[src/double_approx_equal_assert.svh]
// assertion macros for the approximate equality block
`ifndef DOUBLE_APPROX_EQUAL_ASSERT_SVH
`define DOUBLE_APPROX_EQUAL_ASSERT_SVH

// property that must hold every cycle outside reset
`define DAE_ASSERT(label, clk, rst_n, prop, msg) \
    label: assert property (@(posedge clk) disable iff (!rst_n) (prop)) else $error(msg);

// implication checked on the next cycle
`define DAE_ASSERT_NEXT(label, clk, rst_n, ante, cons, msg) \
    label: assert property (@(posedge clk) disable iff (!rst_n) (ante) |=> (cons)) \
        else $error(msg);

`endif

[src/dae_pkg.sv]
// ----------------------------------------------------------------------------
// dae_pkg
// constants and helpers for double approximate equality
// ----------------------------------------------------------------------------
package dae_pkg;
    localparam int DW = 64;
    localparam int TW = 63;
    localparam logic [TW-1:0] TOL_RESET = 63'h3CB0000000000000;
    localparam logic [10:0] EXP_MAX = 11'h7FF;

    // leading one position of a 52-bit fraction, 0 when none
    function automatic logic [5:0] lead_pos(input logic [51:0] f);
        logic [5:0] p;
        p = 6'd0;
        for (int i = 0; i < 52; i++) begin
            if (f[i]) begin
                p = 6'(i);
            end
        end
        return p;
    endfunction
endpackage

[src/double_approx_equal.sv]
// path: an accepted input beat is registered with its operands in r_v1, then its result in r_v2 and r_eq
// throughput: one beat per cycle unless i_stall back-pressure raises o_stall, set by the single register stage pair
// reset: synchronous active low, clears valids and loads the default tolerance
// ----------------------------------------------------------------------------
// double_approx_equal
// tolerance-scaled approximate equality of two doubles
// ----------------------------------------------------------------------------
module double_approx_equal #(
    parameter logic [62:0] TOL_INIT = dae_pkg::TOL_RESET
) (
    input  logic        i_clk,
    input  logic        i_rst_n,
    input  logic        i_valid,
    output logic        o_stall,
    input  logic [63:0] i_x_bits,
    input  logic [63:0] i_y_bits,
    input  logic        i_cfg_valid,
    output logic        o_cfg_ready,
    input  logic [62:0] i_cfg_data,
    output logic        o_valid,
    input  logic        i_stall,
    output logic        o_is_equal
);
    import dae_pkg::*;
    `include "double_approx_equal_assert.svh"

    logic [62:0] r_tol;
    logic        r_v1;
    logic [62:0] r_delta;
    logic [63:0] r_big;
    logic [63:0] r_small;
    logic        r_nan;
    logic        r_v2;
    logic        r_eq;
    logic [62:0] delta;
    logic [63:0] big;
    logic [63:0] small_op;
    logic        nan;
    logic        le;
    logic        adv2;
    logic        adv1;

    dae_front u_front (
        .i_x(i_x_bits), .i_y(i_y_bits), .i_tol(r_tol),
        .o_delta(delta), .o_big(big), .o_small(small_op), .o_nan(nan)
    );

    dae_cmp u_cmp (
        .i_big(r_big), .i_small(r_small), .i_delta(r_delta), .i_nan(r_nan), .o_le(le)
    );

    assign adv2        = !r_v2 || !i_stall;
    assign adv1        = !r_v1 || adv2;
    assign o_stall     = !adv1;
    assign o_cfg_ready = 1'b1;
    assign o_valid     = r_v2;
    assign o_is_equal  = r_eq;

    always_ff @(posedge i_clk) begin
        if (!i_rst_n) begin
            r_tol <= TOL_INIT;
            r_v1  <= 1'b0;
            r_v2  <= 1'b0;
        end else begin
            if (i_cfg_valid) begin
                r_tol <= i_cfg_data;
            end
            if (adv1) begin
                r_v1 <= i_valid;
            end
            if (adv2) begin
                r_v2 <= r_v1;
            end
        end
    end

    always_ff @(posedge i_clk) begin
        if (adv1) begin
            r_delta <= delta;
            r_big   <= big;
            r_small <= small_op;
            r_nan   <= nan;
        end
        if (adv2) begin
            r_eq <= le;
        end
    end

    `DAE_ASSERT(a_stall_only_full, i_clk, i_rst_n, !o_stall || (r_v1 && r_v2), "stall while not full")
    `DAE_ASSERT_NEXT(a_hold_out, i_clk, i_rst_n, o_valid && i_stall, o_valid && $stable(o_is_equal), "result dropped")
    `DAE_ASSERT_NEXT(a_move, i_clk, i_rst_n, r_v1 && !o_stall, o_valid, "stage lost")
endmodule

[src/dae_front.sv]
// ----------------------------------------------------------------------------
// dae_front
// picks the smaller operand, scales tolerance, orders the operands by magnitude for |x-y|
// ----------------------------------------------------------------------------
module dae_front (
    input  logic [63:0] i_x,
    input  logic [63:0] i_y,
    input  logic [62:0] i_tol,
    output logic [62:0] o_delta,
    output logic [63:0] o_big,
    output logic [63:0] o_small,
    output logic        o_nan
);
    import dae_pkg::*;

    logic        x_lt;
    logic [63:0] pick;
    logic [10:0] pf;
    logic [51:0] pfr;
    logic signed [12:0] e;
    logic [10:0] tf;
    logic [52:0] tm;
    logic [5:0]  tlp;
    logic signed [13:0] tex;
    logic signed [14:0] field;
    logic [14:0] s;
    logic [52:0] q;
    logic [52:0] rmask;
    logic [52:0] rem;
    logic [52:0] half;
    logic        xnan;
    logic        ynan;

    always_comb begin
        xnan = (i_x[62:52] == EXP_MAX) && (i_x[51:0] != '0);
        ynan = (i_y[62:52] == EXP_MAX) && (i_y[51:0] != '0);
        x_lt = !xnan && !ynan && (i_x[62:0] < i_y[62:0]);
        pick = x_lt ? i_x : i_y;
        pf   = pick[62:52];
        pfr  = pick[51:0];
        if (pf == EXP_MAX) begin
            e = '0;
        end else if (pf != '0) begin
            e = 13'(signed'({2'b0, pf})) - 13'sd1022;
        end else if (pfr == '0) begin
            e = '0;
        end else begin
            e = 13'(signed'({7'b0, lead_pos(pfr)})) - 13'sd1073;
        end

        tf  = i_tol[62:52];
        tlp = lead_pos(i_tol[51:0]);
        if (tf != '0) begin
            tm  = {1'b1, i_tol[51:0]};
            tex = 14'(signed'({3'b0, tf})) - 14'sd1075;
        end else begin
            tm  = 53'(i_tol[51:0]) << (6'd52 - tlp);
            tex = 14'(signed'({8'b0, tlp})) - 14'sd1126;
        end
        field = 15'(tex) + 15'(e) + 15'sd1075;
        s     = 15'(15'sd1 - field);
        rmask = '0;
        half  = '0;
        q     = '0;
        rem   = '0;
        if (tf == EXP_MAX || i_tol == '0) begin
            o_delta = i_tol;
        end else if (field >= 15'sd2047) begin
            o_delta = {EXP_MAX, 52'b0};
        end else if (field >= 15'sd1) begin
            o_delta = {field[10:0], tm[51:0]};
        end else if (s >= 15'd55) begin
            o_delta = '0;
        end else begin
            q     = tm >> s[5:0];
            rmask = (53'd1 << s[5:0]) - 53'd1;
            rem   = tm & rmask;
            half  = 53'd1 << (s[5:0] - 6'd1);
            if (rem > half || (rem == half && q[0])) begin
                q = q + 53'd1;
            end
            o_delta = 63'(q);
        end

        o_nan = xnan || ynan
            || (i_x[62:52] == EXP_MAX && i_y[62:52] == EXP_MAX && i_x[63] == i_y[63]);
        if (i_x[62:0] >= i_y[62:0]) begin
            o_big   = i_x;
            o_small = i_y;
        end else begin
            o_big   = i_y;
            o_small = i_x;
        end
    end
endmodule

[src/dae_cmp.sv]
// ----------------------------------------------------------------------------
// dae_cmp
// correctly rounded |x-y| on registered operands, compared against delta
// ----------------------------------------------------------------------------
module dae_cmp (
    input  logic [63:0] i_big,
    input  logic [63:0] i_small,
    input  logic [62:0] i_delta,
    input  logic        i_nan,
    output logic        o_le
);
    import dae_pkg::*;

    logic [10:0] be;
    logic [10:0] se;
    logic [10:0] sh;
    logic [52:0] bm;
    logic [52:0] sm;
    logic        sub;
    logic [55:0] a_ext;
    logic [55:0] b_ext;
    logic [55:0] b_shift;
    logic [55:0] lost_mask;
    logic        sticky;
    logic [55:0] b_al;
    logic [56:0] sum;
    logic [5:0]  lz;
    logic [10:0] lshift;
    logic [55:0] nm;
    logic [11:0] nexp;
    logic        rnd;
    logic [53:0] rm;
    logic [11:0] fexp;
    logic [62:0] res;
    logic        dnan;

    always_comb begin
        be    = (i_big[62:52] == '0) ? 11'd1 : i_big[62:52];
        se    = (i_small[62:52] == '0) ? 11'd1 : i_small[62:52];
        bm    = {i_big[62:52] != '0, i_big[51:0]};
        sm    = {i_small[62:52] != '0, i_small[51:0]};
        sub   = i_big[63] == i_small[63];
        sh    = be - se;
        a_ext = {bm, 3'b0};
        b_ext = {sm, 3'b0};

        // align the smaller operand, folding shifted-out bits into a sticky bit
        if (sh > 11'd55) begin
            lost_mask = '1;
            b_shift   = '0;
            sticky    = |sm;
        end else begin
            lost_mask = (56'd1 << sh[5:0]) - 56'd1;
            b_shift   = b_ext >> sh[5:0];
            sticky    = |(b_ext & lost_mask);
        end
        b_al = b_shift | {55'b0, sticky};
        sum  = sub ? {1'b0, a_ext} - {1'b0, b_al} : {1'b0, a_ext} + {1'b0, b_al};

        lz = 6'd56;
        for (int i = 0; i < 56; i++) begin
            if (sum[i]) begin
                lz = 6'(55 - i);
            end
        end

        // normalize, stopping at the subnormal exponent
        lshift = '0;
        if (sum[56]) begin
            nm   = {sum[56:2], sum[1] | sum[0]};
            nexp = {1'b0, be} + 12'd1;
        end else begin
            lshift = (11'(lz) < be - 11'd1) ? 11'(lz) : be - 11'd1;
            nm     = sum[55:0] << lshift;
            nexp   = {1'b0, be} - {1'b0, lshift};
        end

        // round to nearest even
        rnd  = nm[2] && (nm[1] || nm[0] || nm[3]);
        rm   = {1'b0, nm[55:3]} + 54'(rnd);
        fexp = rm[53] ? nexp + 12'd1 : nexp;

        if (i_big[62:52] == EXP_MAX || fexp >= 12'd2047) begin
            res = {EXP_MAX, 52'b0};
        end else if (rm[53]) begin
            res = {fexp[10:0], 52'b0};
        end else if (rm[52]) begin
            res = {fexp[10:0], rm[51:0]};
        end else begin
            res = {11'd0, rm[51:0]};
        end

        dnan = (i_delta[62:52] == EXP_MAX) && (i_delta[51:0] != '0);
        if (i_nan || dnan) begin
            o_le = 1'b0;
        end else begin
            o_le = res <= i_delta;
        end
    end
endmodule
[config.mk]
export PLATFORM = sky130hd
export DESIGN_NAME = double_approx_equal
export DESIGN_NICKNAME = d
export VERILOG_FILES = /design/src/dae_pkg.sv /design/src/double_approx_equal.sv /design/src/dae_front.sv /design/src/dae_cmp.sv
export VERILOG_INCLUDE_DIRS = /design/src /design/src/src
export SDC_FILE = /design/constraint.sdc
export NUM_CORES = 2
export LEC_CHECK = 0
export BUFFER_PORTS_ARGS = -buffer_cell sky130_fd_sc_hd__buf_4
export CAP_MARGIN = 20
export CORE_MARGIN = 2
export CORE_UTILIZATION = 27
export CTS_CLUSTER_SIZE = 14
export DETAILED_ROUTE_END_ITERATION = 12
export GPL_TIMING_DRIVEN = 0
export HOLD_SLACK_MARGIN = 0.02
export PLACE_DENSITY = 0.48
export RECOVER_POWER = 100
export SETUP_SLACK_MARGIN = 0.15
export SYNTH_ARGS = -nofsm -noshare
export SYNTH_HDL_FRONTEND = slang
export SYNTH_SLANG_ARGS = --single-unit
[constraint.sdc]
create_clock -name i_clk -period 22.3 [get_ports i_clk]
set_input_delay 4.46 -clock i_clk [delete_from_list [all_inputs] [get_ports i_clk]]
set_output_delay 4.46 -clock i_clk [all_outputs]
set_load 0.02 [all_outputs]
### Word level (Yosys, flattened, before mapping)

Cells that the tools add are included.

| operators by class | value |
|---|---|
| eq/ne operators | 9 |
| bitwise operators | 4 |
| reduce and logical (&&, ||, !) cells | 38 |
| muxes and demuxes | 186 |
| order comparisons | 10 |
| shifts and indexed selects | 7 |
| add/sub/neg operators | 20 |

Operators with widths:

| operator | count |
|---|---|
| 6-bit two-way mux | 75 |
| 63-bit two-way mux | 7 |
| 5-bit two-way mux | 48 |
| 53-bit two-way mux | 3 |
| 52-bit nonzero test | 3 |
| 64-bit two-way mux | 2 |
| 56-bit two-way mux | 2 |
| 1-bit by 6-bit left shift with 53-bit output, first input constant | 2 |
| 4-bit two-way mux | 24 |
| 11-bit equality test, second input constant | 6 |
| 63-bit greater-or-equal comparator | 1 |
| 63-bit less-or-equal comparator | 1 |
| 63-bit logical NOT | 1 |
| 63-bit < comparator | 1 |
| 56-bit by 56-bit adder with 57-bit output | 1 |
| 57-bit two-way mux | 1 |
| 56-bit by 56-bit subtractor with 57-bit output | 1 |
| 56-bit bitwise AND | 1 |
| 56-bit by 1-bit OR with 56-bit output | 1 |
| 56-bit OR reduction | 1 |
| 1-bit by 6-bit left shift with 56-bit output, first input constant | 1 |
| 56-bit by 11-bit left shift with 56-bit output | 1 |
| 56-bit by 6-bit right shift with 56-bit output | 1 |
| 56-bit by 1-bit subtractor with 56-bit output, second input constant | 1 |
| 43 further kinds | 88 |

| storage, ports and cells | value |
|---|---|
| input bits | 196 |
| register bits | 258 |
| word-level logic and storage cells | 282 |
| output and inout bits | 4 |

### Depth between registers and ports, before layout

| depth | value |
|---|---|
| word-level depth | 80 |
| gate-level depth with buffers | 102 |
| depth with buffers taken out | 88 |

### Hierarchy

A second synthesis with hierarchy kept.

| unflattened totals | value |
|---|---|
| cell total of the unflattened synthesis | 7689 |
| area, all modules | 54949.0 um2 |

By module, submodules not included:

| module | area an instance (um2) | sequential area each (um2) | cells an instance | instances |
|---|---|---|---|---|
| dae_cmp | 24079.3 | 0.0 | 3693 | 1 |
| dae_front | 22561.6 | 0.0 | 3590 | 1 |
| double_approx_equal | 8308.0 | 7096.8 | 406 | 1 |

### Worst setup path before layout

OpenSTA, ideal clock, no wires.

| timing path | value |
|---|---|
| kind | in2reg |
| start point | input i_y_bits[32] |
| end point | register r_delta[52], data pin |
| library setup time | 259 ps |
| stages | 73 |
| setup slack | 2737 ps |
| arrival time | 19305 ps |
| buffers on the path | 12 |
| data required time | 22041 ps |
| path through | inv_1 > ha_1 > a21o_1 > a21o_1 > a21o_1 > a21o_1 > a21o_1 > a21o_1 > a21o_1 > a221o_1 > a221o_1 > nor3_1 > clkbuf_1 > clkbuf_1 > a21oi_1 > or3_1 > or3_1 > or2_2 > (+37 left out) > o21ai_0 > nand2b_1 > a21oi_1 > o21a_1 > o21ai_0 > a211oi_1 > o31a_1 > nand2b_1 > o2111ai_1 > nand2_1 > nor4_1 > nand4_1 > nor4_1 > and3_1 > clkbuf_1 > a31o_2 > a21oi_1 > o31a_1 |

| on the way | value |
|---|---|
| cells in the longest elaborated chain, start to end | 78 |
| elaborated cells on any way between the ends | 91 |
| classes of those cells | add/sub: 8; order compare: 5; eq/ne: 2; shift: 3; mux: 63; bitwise: 1; reduce/logical: 9 |

RTL lines:

| what | RTL line | RTL |
|---|---|---|
| start, declared | double_approx_equal.sv:16 | `input logic [63:0] i_y_bits,` |
| branches (longest 5 deep; another with 63-bit < comparator) | -- |  |
| 63-bit two-way mux * | dae_front.sv:38 | `pick = x_lt ? i_x : i_y;` |
| 1-bit two-way mux | dae_pkg.sv:16 | `if (f[i]) begin` |
| 2-bit two-way mux (2 in a row) | dae_pkg.sv:16 |  |
| 3-bit two-way mux (4 in a row) | dae_pkg.sv:16 |  |
| 4-bit two-way mux (8 in a row) | dae_pkg.sv:16 |  |
| 5-bit two-way mux (16 in a row) | dae_pkg.sv:16 |  |
| 6-bit two-way mux (20 in a row) | dae_pkg.sv:16 |  |
| (+5 left out) | -- |  |
| 13-bit two-way mux | dae_front.sv:43 | `end else if (pf != '0) begin` |
| 13-bit two-way mux * | dae_front.sv:41 | `if (pf == EXP_MAX) begin` |
| 14-bit by 13-bit adder with 15-bit output * | dae_front.sv:60 | `field = 15'(tex) + 15'(e) + 15'sd1075;` |
| 15-bit by 12-bit adder with 15-bit output * | dae_front.sv:60 |  |
| branches (longest 10 deep; another with 53-bit by 1-bit subtractor with 53-bit output) | -- |  |
| 63-bit two-way mux * | dae_front.sv:68 | `end else if (field >= 15'sd2047) begin` |
| 63-bit two-way mux * | dae_front.sv:66 | `if (tf == EXP_MAX \|\| i_tol == '0) begin` |
| via delta[52] | double_approx_equal.sv:35 | `logic [62:0] delta;` |
| end signal, assigned | double_approx_equal.sv:79 | `r_delta <= delta;` |
| end, declared | double_approx_equal.sv:29 | `logic [62:0] r_delta;` |

Mark *: on every way through the listed nets, which the timed path passes. The select of a mux whose other input is x is not followed.
A chain may end at the register's enable or synchronous reset.

### Final worst setup path

| timing path | value |
|---|---|
| start point | input i_y_bits[32] |
| end point | register r_delta[47], data pin |

The elaborated chain is that of the path after synthesis.

==> impl_metrics.ini <==
[run_status]
status = finished, violations left
violations = max-capacitance violations, max-slew violations

[hold_path]
hp-class = flop to flop
hold_end = o_is_equal
holdPathStages = 1
min_from = o_valid

[place]
gp_congestion = 1.07
hpwl_mm = 339
pre_cts_slack_ns = -5.89
io_buffer_count = 196

[setup_path]
path_common_cell = a21o_1
critPathCaptureType = flop
worstPathRequired_ns = 22.58
critical_path_class = input port to flop
crit_path_top_delay_cell = nor2_1
worst_setup_path_start_kind = input port
critical_path_arrival_ns = 22.02
worst-r2r-cell-count = 81
rr_endpoint = o_is_equal
crit_fanout = 10
max_stage_delay_ns = 0.90
reg2reg_slack_ns = 0.61
r2r_start = r_small[58]

[floorplanning]
chipHeight_um = 454
pin_count = 200
core_sq_um = 202000
start_util = 0.271
placementRows = 165
die_x_um = 454
die_area_sq_um = 207000

[route]
drc = 0
ant_nets = 0
wl_mm = 411
dr.pass1.iters = 6
avgRoutedWirePerCell_um = 38.4
vias_per_cell = 6.57
vias = 70200
drt_first_iter_violations = 9676

[timing]
finalSetupViolations = 0
fin_worst_skew_ns = 0.0566
hold_viol = 0
max_freq_mhz = 46.0
fin_crit_sh = 0.975
fin_crit_ns = 21.75
fin_ws_ns = 0.552
relSlewSlack = -1.31
worst_pin_slew_ns = 3.46
slew_viol_final = 192
rsz0062_at_grt = yes
hold_slack_ns = 0.489

[cts]
clkSinkCount = 258
ctsRootBufferMaster = clkbuf_16
max-clock-path-buffers = 3
clk_pin_slew_ns = 0.08
htree_levels = 2
cts_tree = yes
clk_latency_ns = 0.65
cts_buffers = 35

[global_routing]
grt_max_degree = 64
gr-total-overflow = 0
grt_pass1_vias = 66200
grt_use_total = 0.382
antenna_found_initial = 37
grt_first_pass_wirelength_mm = 554

[yosys]
syn-instance-count = 7616
synth_area_sq_um = 54800
synthArstFlopShare = 0
synth_warnings = 0
yosysSeqAreaShare = 0.130
synth_edf_count = 193
syn_avg_cell_area_sq_um = 7.19
syn_nets = 8169
synth-seq-cells = 258
synthFlopType = edfxtp_1
synth.distinct_cells = 118

[finish]
syn2layout_area_growth_pct = 14.6
final_nets = 8523
drive_gt1_frac = 0.118
final_common_cell = nand2_1
area.sequential_sq_um = 7100
fill_cells = 22300
layout_common_cells = 862 x nand2_1, 656 x nor2_1, 536 x a21oi_1, 428 x o21ai_0, 374 x mux2i_1
multi_input_area_sq_um = 45000

[power]
p_leak_nw = 24.4
power.density_nw_per_um2 = 153
peakVddDrop_mv = 0.105

[flow_run]
drv_cap = 4
cell type report:
cell class                 instances  share of cell area
inverter                         362              0.0218
timing repair buffer             324              0.0393
multi-input combinational       6454               0.716
clock buffer                      39              0.0145
clock inverter                    23             0.00367
tap                             2672              0.0532
sequential                       258               0.113
antenna                           19            0.000757
buffer                           535              0.0374
worst max-delay path by stage:
| stage | start | to | slack (ns) |
|---|---|---|---|
| 2_1_floorplan | i_y_bits[32] | r_delta[52] | 2.74 |
| 3_3_place_gp | r_big[54] | o_is_equal | -7.15 |
| 3_5_place_dp | r_big[54] | o_is_equal | -5.89 |
| 4_1_cts | r_small[58] | o_is_equal | 0.11 |
| 5_1_grt | r_small[58] | o_is_equal | 0.05 |
| 6_report | i_y_bits[32] | r_delta[47] | 0.55 |
per-layer routing:
metal / global-route usage / vias to the layer above / routed length [um] / part of all wire
met5: 0 / - / 100 / 0.00024
met1: 0.466 / 34500 / 159000 / 0.39
li1: - / 29700 / - / -
met3: 0.0892 / 1306 / 39100 / 0.095
met2: 0.601 / 4710 / 179000 / 0.44
met4: 0.245 / 14 / 33200 / 0.081
sequential cells by signal, indices dropped and copies added, names as in the netlist:
signal      count
r_big          64
r_small        64
r_delta        63
r_tol          63
o_is_equal      1
o_valid         1
r_nan           1
r_v1            1
critical path: cells and delay by family:
family	cells	cell delay [ns]
compound gates	31	7.20
simple gates	18	4.60
buf+inv	11	3.13
fa+ha+maj	6	2.18
xor+xnor	2	0.39
stage by stage:
| stage | setup TNS [ns] | instances | total power, mW | instance area (sq um) | util |
|---|---|---|---|---|---|
| global placement | -241.96 | 10500 | 8.42 | 59600 | 0.295 |
| global route | 0 | 10700 | 9.83 | 62800 | 0.311 |
| detailed placement | -233.28 | 10600 | 8.42 | 60500 | 0.300 |
| floorplan | 0 | 7616 | 5.16 | 54800 | - |
| finish | 0 | 10700 | 9.58 | 62800 | 0.311 |
| CTS | 0 | 10600 | 9.12 | 62200 | 0.308 |
power by group:
group          switching, mW  leakage [nW]  internal (mW)
clock                  0.257         0.558          0.334
sequential             0.101          2.67          0.593
combinational           5.87          21.2           2.43
total                   6.23          24.4           3.36
Yosys cell counts, types with 28 or more instances:
cell type	count	area share
o21a_1	55	0.0075
a22oi_1	70	0.0096
xnor2_1	136	0.022
o21ai_0	442	0.040
edfxtp_1	193	0.11
buf_1	73	0.0050
and3_1	73	0.0083
a32oi_1	28	0.0045
mux4_2	107	0.044
inv_1	349	0.024
or3_1	44	0.0050
nand2_1	862	0.059
o221ai_1	68	0.011
and2_1	68	0.0078
nand2b_1	81	0.0092
or2_2	56	0.0064
a21o_1	119	0.016
o22ai_1	66	0.0075
mux2_2	113	0.023
nor3_1	278	0.025
buf_2	52	0.0048
clkbuf_1	400	0.027
a21oi_1	547	0.050
a211o_1	35	0.0056
nand3_1	223	0.020
nand4_1	144	0.016
o211ai_1	100	0.014
a31oi_1	93	0.011
xor2_1	89	0.014
nor2b_1	122	0.014
nor4_1	149	0.017
o21bai_1	46	0.0063
ha_1	353	0.081
mux2i_1	376	0.069
nor2_1	669	0.046
a2111oi_0	32	0.0051
dfxtp_1	65	0.024
a211oi_1	143	0.020
a221oi_1	48	0.0077
o31ai_1	53	0.0073
a221o_1	32	0.0058
or4_1	29	0.0040
kinds of logic (layout without fill, tap and decap cells):
family,after synthesis,in the layout,synth area share
flops,258,258,0.130
compound gates,2377,2377,0.295
xor+xnor,227,227,0.0368
mux,598,598,0.136
fa+ha+maj,357,357,0.0821
simple gates,2894,2894,0.255
buf+inv,904,1283,0.0646
other cells,1,20,0.0000684
timing repair:
item                       in CTS  in global routing
setup buffers                  11                 24
setup endpoints to repair      54                 47
gates resized for setup       140                142
hold buffers                    0                  0
pin swaps                       9                 16
No activity file was read; power rests on OpenSTA's default activity.
